--- src/hdl/i2cbb_pkg.sv ---
// shared types, constants and helpers for the bit-banged i2c master sequencer
// no dependencies
package i2cbb_pkg;

    localparam int DELAY_WIDTH = 16;
    localparam int CFG_WIDTH   = 16;
    localparam int PHASE_WIDTH = 6;

    localparam logic [CFG_WIDTH-1:0] DELAY_RESET = 16'd5;

    // op codes of an input word
    localparam logic [2:0] OP_TICK  = 3'd0;
    localparam logic [2:0] OP_START = 3'd1;
    localparam logic [2:0] OP_STOP  = 3'd2;
    localparam logic [2:0] OP_WRITE = 3'd3;
    localparam logic [2:0] OP_READ  = 3'd4;

    // command held while a sequence runs
    localparam logic [1:0] CMD_START = 2'd0;
    localparam logic [1:0] CMD_STOP  = 2'd1;
    localparam logic [1:0] CMD_WRITE = 2'd2;
    localparam logic [1:0] CMD_READ  = 2'd3;

    typedef struct packed {
        logic [2:0] op;
        logic       sda_in;
        logic       send_ack;
        logic [7:0] data_byte;
    } item_t;

    // packed so that scl_level sits in bit 0
    typedef struct packed {
        logic       cmd_dropped;
        logic [7:0] read_byte;
        logic       done_res;
        logic       busy_res;
        logic       sda_release;
        logic       scl_level;
    } result_t;

    function automatic logic [PHASE_WIDTH-1:0] action_count(input logic [1:0] cmd);
        logic [PHASE_WIDTH-1:0] n;
        case (cmd)
            CMD_START: n = 6'd3;
            CMD_STOP:  n = 6'd2;
            CMD_WRITE: n = 6'd27;
            default:   n = 6'd18;
        endcase
        return n;
    endfunction

    // step within a write bit: k mod 3, via k*11 >> 5 for k below 32
    function automatic logic [1:0] write_sub(input logic [PHASE_WIDTH-1:0] k);
        logic [8:0]             p;
        logic [3:0]             b;
        logic [PHASE_WIDTH-1:0] r;
        p = 9'(k[4:0]) * 9'd11;
        b = p[8:5];
        r = k - 6'({b, 1'b0}) - 6'(b);
        return r[1:0];
    endfunction

endpackage

--- src/hdl/i2cbb_seq.sv ---
// pin sequencer state and next-state logic for one word per cycle while en is high
// depends on i2cbb_pkg
module i2cbb_seq (
    input  logic                            aclk,
    input  logic                            aresetn,
    input  logic                            en,
    input  i2cbb_pkg::item_t                item,
    input  logic [i2cbb_pkg::CFG_WIDTH-1:0] delay_ticks,
    output i2cbb_pkg::result_t              res
);

    logic [i2cbb_pkg::PHASE_WIDTH-1:0] phase_reg, phase_next;
    logic [1:0]                        cmd_reg, cmd_next;
    logic [7:0]                        shift_reg, shift_next;
    logic [i2cbb_pkg::DELAY_WIDTH-1:0] dcnt_reg, dcnt_next;
    logic                              ack_reg, ack_next;
    logic                              scl_reg, scl_next;
    logic                              sda_reg, sda_next;
    logic [7:0]                        last_reg, last_next;

    logic [i2cbb_pkg::DELAY_WIDTH-1:0] dly;
    logic [i2cbb_pkg::DELAY_WIDTH-1:0] reload;
    logic [i2cbb_pkg::DELAY_WIDTH-1:0] dcnt_dec;
    logic                              is_cmd;
    logic                              start;
    logic                              perf;
    logic                              done;
    logic                              dropped;
    logic [1:0]                        act;
    logic [7:0]                        sh;
    logic                              ack_eff;
    logic [i2cbb_pkg::PHASE_WIDTH-1:0] k;

    assign dly      = i2cbb_pkg::DELAY_WIDTH'(delay_ticks);
    assign reload   = (dly == '0) ? i2cbb_pkg::DELAY_WIDTH'(1) : dly;
    assign dcnt_dec = dcnt_reg - i2cbb_pkg::DELAY_WIDTH'(1);
    assign is_cmd   = (item.op == i2cbb_pkg::OP_START) || (item.op == i2cbb_pkg::OP_STOP) ||
                      (item.op == i2cbb_pkg::OP_WRITE) || (item.op == i2cbb_pkg::OP_READ);

    always_comb begin
        phase_next = phase_reg;
        cmd_next   = cmd_reg;
        shift_next = shift_reg;
        dcnt_next  = dcnt_reg;
        ack_next   = ack_reg;
        scl_next   = scl_reg;
        sda_next   = sda_reg;
        last_next  = last_reg;
        start      = 1'b0;
        perf       = 1'b0;
        done       = 1'b0;
        dropped    = 1'b0;

        if (en) begin
            if (is_cmd) begin
                if (phase_reg != '0) begin
                    dropped = 1'b1;
                end else begin
                    start = 1'b1;
                    perf  = 1'b1;
                end
            end else if (phase_reg != '0) begin
                dcnt_next = dcnt_dec;
                if (dcnt_dec == '0) begin
                    if (phase_reg >= i2cbb_pkg::action_count(cmd_reg)) begin
                        if (cmd_reg == i2cbb_pkg::CMD_READ) begin
                            last_next = shift_reg;
                        end
                        phase_next = '0;
                        done       = 1'b1;
                    end else begin
                        perf = 1'b1;
                    end
                end
            end
        end

        // operands of the pin action, fresh on a new command
        act     = start ? 2'(item.op - i2cbb_pkg::OP_START) : cmd_reg;
        sh      = start ? ((item.op == i2cbb_pkg::OP_WRITE) ? item.data_byte : 8'd0)
                        : shift_reg;
        ack_eff = start ? item.send_ack : ack_reg;
        k       = start ? '0 : phase_reg;

        if (perf) begin
            case (act)
                i2cbb_pkg::CMD_START: begin
                    if (k == 6'd0) begin
                        sda_next = 1'b1;
                        scl_next = 1'b1;
                    end else if (k == 6'd1) begin
                        sda_next = 1'b0;
                    end else begin
                        scl_next = 1'b0;
                    end
                end
                i2cbb_pkg::CMD_STOP: begin
                    if (k == 6'd0) begin
                        sda_next = 1'b0;
                        scl_next = 1'b1;
                    end else begin
                        sda_next = 1'b1;
                    end
                end
                i2cbb_pkg::CMD_WRITE: begin
                    case (i2cbb_pkg::write_sub(k))
                        2'd0: begin
                            if (k < 6'd24) begin
                                sda_next = sh[7];
                                sh       = {sh[6:0], 1'b0};
                            end else begin
                                sda_next = 1'b1;
                            end
                        end
                        2'd1: scl_next = 1'b1;
                        default: scl_next = 1'b0;
                    endcase
                end
                default: begin
                    if (!k[0]) begin
                        if (k < 6'd16) begin
                            if (k < 6'd2) begin
                                sda_next = 1'b1;
                            end
                            sh = {sh[6:0], item.sda_in};
                        end else begin
                            sda_next = !ack_eff;
                        end
                        scl_next = 1'b1;
                    end else begin
                        scl_next = 1'b0;
                    end
                end
            endcase
            shift_next = sh;
            cmd_next   = act;
            ack_next   = ack_eff;
            phase_next = k + i2cbb_pkg::PHASE_WIDTH'(1);
            dcnt_next  = reload;
        end
    end

    always_ff @(posedge aclk) begin
        if (!aresetn) begin
            phase_reg <= '0;
            cmd_reg   <= i2cbb_pkg::CMD_START;
            shift_reg <= '0;
            dcnt_reg  <= '0;
            ack_reg   <= 1'b0;
            scl_reg   <= 1'b1;
            sda_reg   <= 1'b1;
            last_reg  <= '0;
        end else begin
            phase_reg <= phase_next;
            cmd_reg   <= cmd_next;
            shift_reg <= shift_next;
            dcnt_reg  <= dcnt_next;
            ack_reg   <= ack_next;
            scl_reg   <= scl_next;
            sda_reg   <= sda_next;
            last_reg  <= last_next;
        end
    end

    always_comb begin
        res.scl_level   = scl_next;
        res.sda_release = sda_next;
        res.busy_res    = (phase_next != '0);
        res.done_res    = done;
        res.read_byte   = last_next;
        res.cmd_dropped = dropped;
    end

endmodule

--- src/hdl/i2c_bit_bang_master.sv ---
// bit-banged i2c master: input word register, sequencer, result word register
// path: a word is held in the input word register, and its result word in the result word register
// throughput: one word per cycle while the result side does not hold off m_tready
// reset: both lines high, sequencer idle, delay_ticks 5, no words held
// depends on i2cbb_pkg and i2cbb_seq
module i2c_bit_bang_master (
    input  logic        aclk,
    input  logic        aresetn,
    input  logic        s_tvalid,
    output logic        s_tready,
    input  logic [15:0] s_tdata,   // data_byte[7:0], send_ack[8], sda_in[9], zero pad
    input  logic [2:0]  s_tuser,   // op
    output logic        m_tvalid,
    input  logic        m_tready,
    // scl_level[0], sda_release[1], busy_res[2], done_res[3], read_byte[11:4],
    // cmd_dropped[12], zero pad
    output logic [15:0] m_tdata,
    input  logic        cfg_valid,
    output logic        cfg_ready,
    input  logic [15:0] cfg_data
);

    logic                            in_valid_reg;
    i2cbb_pkg::item_t                item_reg;
    logic                            out_valid_reg;
    i2cbb_pkg::result_t              out_reg;
    logic [i2cbb_pkg::CFG_WIDTH-1:0] delay_reg;
    i2cbb_pkg::result_t              res;
    logic                            adv;
    logic                            fire;

    assign adv       = !out_valid_reg || m_tready;
    assign fire      = in_valid_reg && adv;
    assign s_tready  = !in_valid_reg || adv;
    assign cfg_ready = 1'b1;
    assign m_tvalid  = out_valid_reg;
    assign m_tdata   = {3'b000, out_reg};

    always_ff @(posedge aclk) begin
        if (!aresetn) begin
            delay_reg <= i2cbb_pkg::DELAY_RESET;
        end else if (cfg_valid && cfg_ready) begin
            delay_reg <= cfg_data;
        end
    end

    always_ff @(posedge aclk) begin
        if (!aresetn) begin
            in_valid_reg <= 1'b0;
        end else if (s_tready) begin
            in_valid_reg <= s_tvalid;
        end
    end

    always_ff @(posedge aclk) begin
        if (s_tvalid && s_tready) begin
            item_reg.op        <= s_tuser;
            item_reg.data_byte <= s_tdata[7:0];
            item_reg.send_ack  <= s_tdata[8];
            item_reg.sda_in    <= s_tdata[9];
        end
    end

    i2cbb_seq u_seq (
        .aclk        (aclk),
        .aresetn     (aresetn),
        .en          (fire),
        .item        (item_reg),
        .delay_ticks (delay_reg),
        .res         (res)
    );

    always_ff @(posedge aclk) begin
        if (!aresetn) begin
            out_valid_reg <= 1'b0;
        end else if (adv) begin
            out_valid_reg <= fire;
        end
    end

    always_ff @(posedge aclk) begin
        if (fire) begin
            out_reg <= res;
        end
    end

`ifndef NO_ASSERTIONS
    // a finished command leaves the sequencer idle
    a_done_idle: assert property (@(posedge aclk) disable iff (!aresetn)
        m_tvalid |-> !(out_reg.done_res && out_reg.busy_res))
        else $error("done reported while still busy");

    // a dropped command never advances the sequence to completion
    a_drop_done: assert property (@(posedge aclk) disable iff (!aresetn)
        m_tvalid |-> !(out_reg.done_res && out_reg.cmd_dropped))
        else $error("dropped command and done in the same word");

    // a word waiting in the input register moves on whenever the output side frees up
    a_advance: assert property (@(posedge aclk) disable iff (!aresetn)
        (in_valid_reg && (!m_tvalid || m_tready)) |=> m_tvalid)
        else $error("pending word not passed to the output register");
`endif

endmodule

--- config.mk ---
export PLATFORM = sky130hd
export DESIGN_NAME = i2c_bit_bang_master
export DESIGN_NICKNAME = d
export VERILOG_FILES = /design/src/hdl/i2cbb_pkg.sv /design/src/hdl/i2cbb_seq.sv /design/src/hdl/i2c_bit_bang_master.sv
export SDC_FILE = /design/constraint.sdc
export NUM_CORES = 1
export LEC_CHECK = 0
export BUFFER_PORTS_ARGS = -buffer_cell sky130_fd_sc_hd__buf_4
export CORE_ASPECT_RATIO = 1.2
export CORE_MARGIN = 2
export CORE_UTILIZATION = 53
export DETAILED_ROUTE_END_ITERATION = 8
export PLACE_DENSITY = 0.88
export SYNTH_ARGS = -nofsm -noshare
export SYNTH_HDL_FRONTEND = slang
export SYNTH_SLANG_ARGS = --single-unit
export TNS_END_PERCENT = 100
--- constraint.sdc ---
create_clock -name aclk -period 3.65 [get_ports aclk]
set_clock_uncertainty 0.05 [all_clocks]
set_input_delay 0.365 -clock aclk [delete_from_list [all_inputs] [get_ports aclk]]
set_output_delay 0.365 -clock aclk [all_outputs]
set_load 0.03 [all_outputs]
==> flow_summary.ini <==
[timing]
finalHoldViolCount = 0
clock.fmax_ghz = 0.291
worst_slew_pin_slew_ns = 0.704
fin_crit_ns = 3.43
fin_setup_tns_ns = 0
drv_slew = 0
fin_crit_sh_pct = 94.0
setup_violations = 0
relSlewSlack_pct = 52.7
layout_setup_ws_ns = 0.218
rsz0062_at_grt = false

[final_layout]
diodes = 0
finish.instance_area_sq_um = 5450
nNetsFinal = 614
syn2layout_area_growth_pct = 12.5
final_core_util_pct = 60.7
final_layout_size_suffix_gt1_share_pct = 18.0

[place]
dp_hpwl_mm = 7.98
place.gp.congestion = 0.892
io_buffers = 48
post_dp_cell_area_sq_um = 5270
pre_cts_ws_ns = 0.0272

[worst_setup_path]
slowest_delay_ns = 0.46
worstSetupPathType = register to register
end_kind = register
required_ns = 3.85
critPathLaunchType = register
cp_common_cell = ha_1
cp_max_fo = 10
startpoint = u_seq.phase_reg[3]
r2r_start = u_seq.phase_reg[3]
crit_slowest_cell = fa_1
worstPathCellList = ha_1 > fa_1 > ha_1 > nand3_1 > o21ai_1 > nor4bb_1 > o41ai_2 > o22ai_4 > nor2_2 > or3b_1
worst-endpoint-arrival_ns = 3.63

[synth]
yosys.area_share.adder_pct = 5.06
netlist_area_sq_um = 4850
netlist.top_cell.by_area = dfxtp_1
ys_types = 74
synth_edf_count = 26
ys_top_cells_by_area = dfxtp_1 25%, edfxtp_1 16%, ha_1 4.6%, mux2i_1 4.3%, nor2_1 4.3%
synth_seq_cells = 87
synth_xor_xnor_area_share_pct = 4.62
seq_area_frac_synth_pct = 41.3
synth.most_common_cell = dfxtp_1
yosys.area_share.simple_pct = 23.4
synthTopCellsByCount = 61 x dfxtp_1, 55 x nor2_1, 49 x nand2_1, 26 x edfxtp_1
syn-instance-count = 519
synth_top_family_by_area = simple AND/OR/NAND/NOR gates
yosysTopAreaCellShare_pct = 25.2
synth_compound_area_share_pct = 13.3
synthFlopType = dfxtp_1
syn_avg_cell_area_sq_um = 9.34
synth_warnings = 0
synth.area.mux_share_pct = 7.05
async_flop_share_pct = 0

[floorplan]
dieHeight_microns = 109
dieArea_sq_um = 9930
num_rows = 38
core_sq_um = 8990
start_util_pct = 54.0
die_x_microns = 91.3
io_pins = 59

[job]
max_cap_violations = 0

[drt]
drt_pre_antenna_iters = 5
drt_iter0_drc = 250
vias = 3935
wl_met1_mm = 4.12
wl_per_cell_microns = 15.5
wl_met2_mm = 5.71
dr.max_layer_used = met4
remaining_drc_errors = 0
avgViaCountPerCell = 5.79
drtAntennaViolNets = 0
wl_met3_microns = 531
drt_wl_total_mm = 10.6

[global_route]
grt_pass1_vias = 3868
grt_max_degree = 39
grt_pass1_wl_mm = 17.8
grt_overflow = 0
grt_use_total_pct = 22.3
antenna_found_initial = 0

[clocking]
clk_pin_slew_ns = 0.08
clock-sinks = 87
clock_latency_ns = 0.36
cts_buffers = 9
cts-root-buf = clkbuf_8
cts_buffer_depth = 2
post_cts_buffers = 0
cts_tree = built
htree_levels = 3

[hold_path]
hp-class = primary input to register
hp-start = s_tdata[0]

[status]
outcome = complete, no violations

[power_and_ir_drop]
leakagePower_nw = 2.27
power_per_cell_area_nw_per_um2 = 363
vdd_ir_drop_max_mv = 0.287
==> worst max-delay path, delay by kind of cell (launching register included) <==
| kind | cells | cell delay, ns |
|---|---|---|
| AOI/OAI and AO/OA | 3 | 0.94 |
| DFF | 1 | 0.32 |
| and+or+nand+nor | 4 | 0.94 |
| adders and majority gates | 3 | 1.09 |
==> power breakdown <==
part | internal [W] | switching (W) | total, W
clock network | 0.000268 | 0.000334 | 0.000602
logic | 0.000126 | 0.000179 | 0.000305
registers | 0.00104 | 0.0000392 | 0.00108
==> layout make-up <==
| cell class | instances | area, sq um |
|---|---|---|
| timing repair buffer | 59 | 443 |
| fill | 729 | 3530 |
| tap | 120 | 150 |
| inverter | 17 | 63.8 |
| clock inverter | 4 | 28.8 |
| sequential | 87 | 2000 |
| multi-input combinational | 381 | 2620 |
| clock buffer | 12 | 145 |
==> worst paths after layout <==
kind / cells after the start / slack [ns] / end
worst max-delay path: 10 / 0.22 / u_seq.shift_reg[3]
worst min-delay path: 1 / 0.12 / item_reg[0]
worst max register to register: 10 / 0.22 / u_seq.shift_reg[3]
worst min register to register: 2 / 0.44 / u_seq.shift_reg[5]
==> kinds of logic after synthesis <==
kind of cell / count (synthesis)
buf+inv: 53
other cells: 2
compound gates: 92
xor+xnor: 24
flops: 87
fa+ha+maj: 19
mux: 30
simple gates: 212
==> through the flow <==
stage               cells  hold slack [ns]  total power [W]
floorplan             521            0.392          0.00131
global placement      664            0.407          0.00138
detailed placement    664            0.418          0.00140
CTS                   680            0.110          0.00199
global route          680            0.109          0.00206
finish                680            0.123          0.00198
==> placed cells by master (no fill, tap or decap), types with 15 or more instances in the layout <==
master / Yosys / final
ha_1: 18 / 18
nor2_1: 55 / 55
inv_1: 16 / 16
nand2_1: 49 / 49
edfxtp_1: 26 / 26
a21oi_1: 22 / 22
dfxtp_1: 61 / 61
xnor2_1: 17 / 17
nand3_1: 15 / 15
nor3_1: 15 / 15
buf_4: 5 / 59
mux2i_1: 21 / 21
==> timing repair <==
item	CTS	global route
setup endpoints to repair	2	4
resized for setup	1	1
hold buffers	0	0
==> metal layers <==
layer / vias to the layer above / global-route usage [%]
li1: 1925 / -
met1: 1852 / 23.8
met2: 140 / 42.9
met3: 18 / 4.22
met4: 0 / 9.31
met5: - / 0
Power figures use the tool's default switching activity.
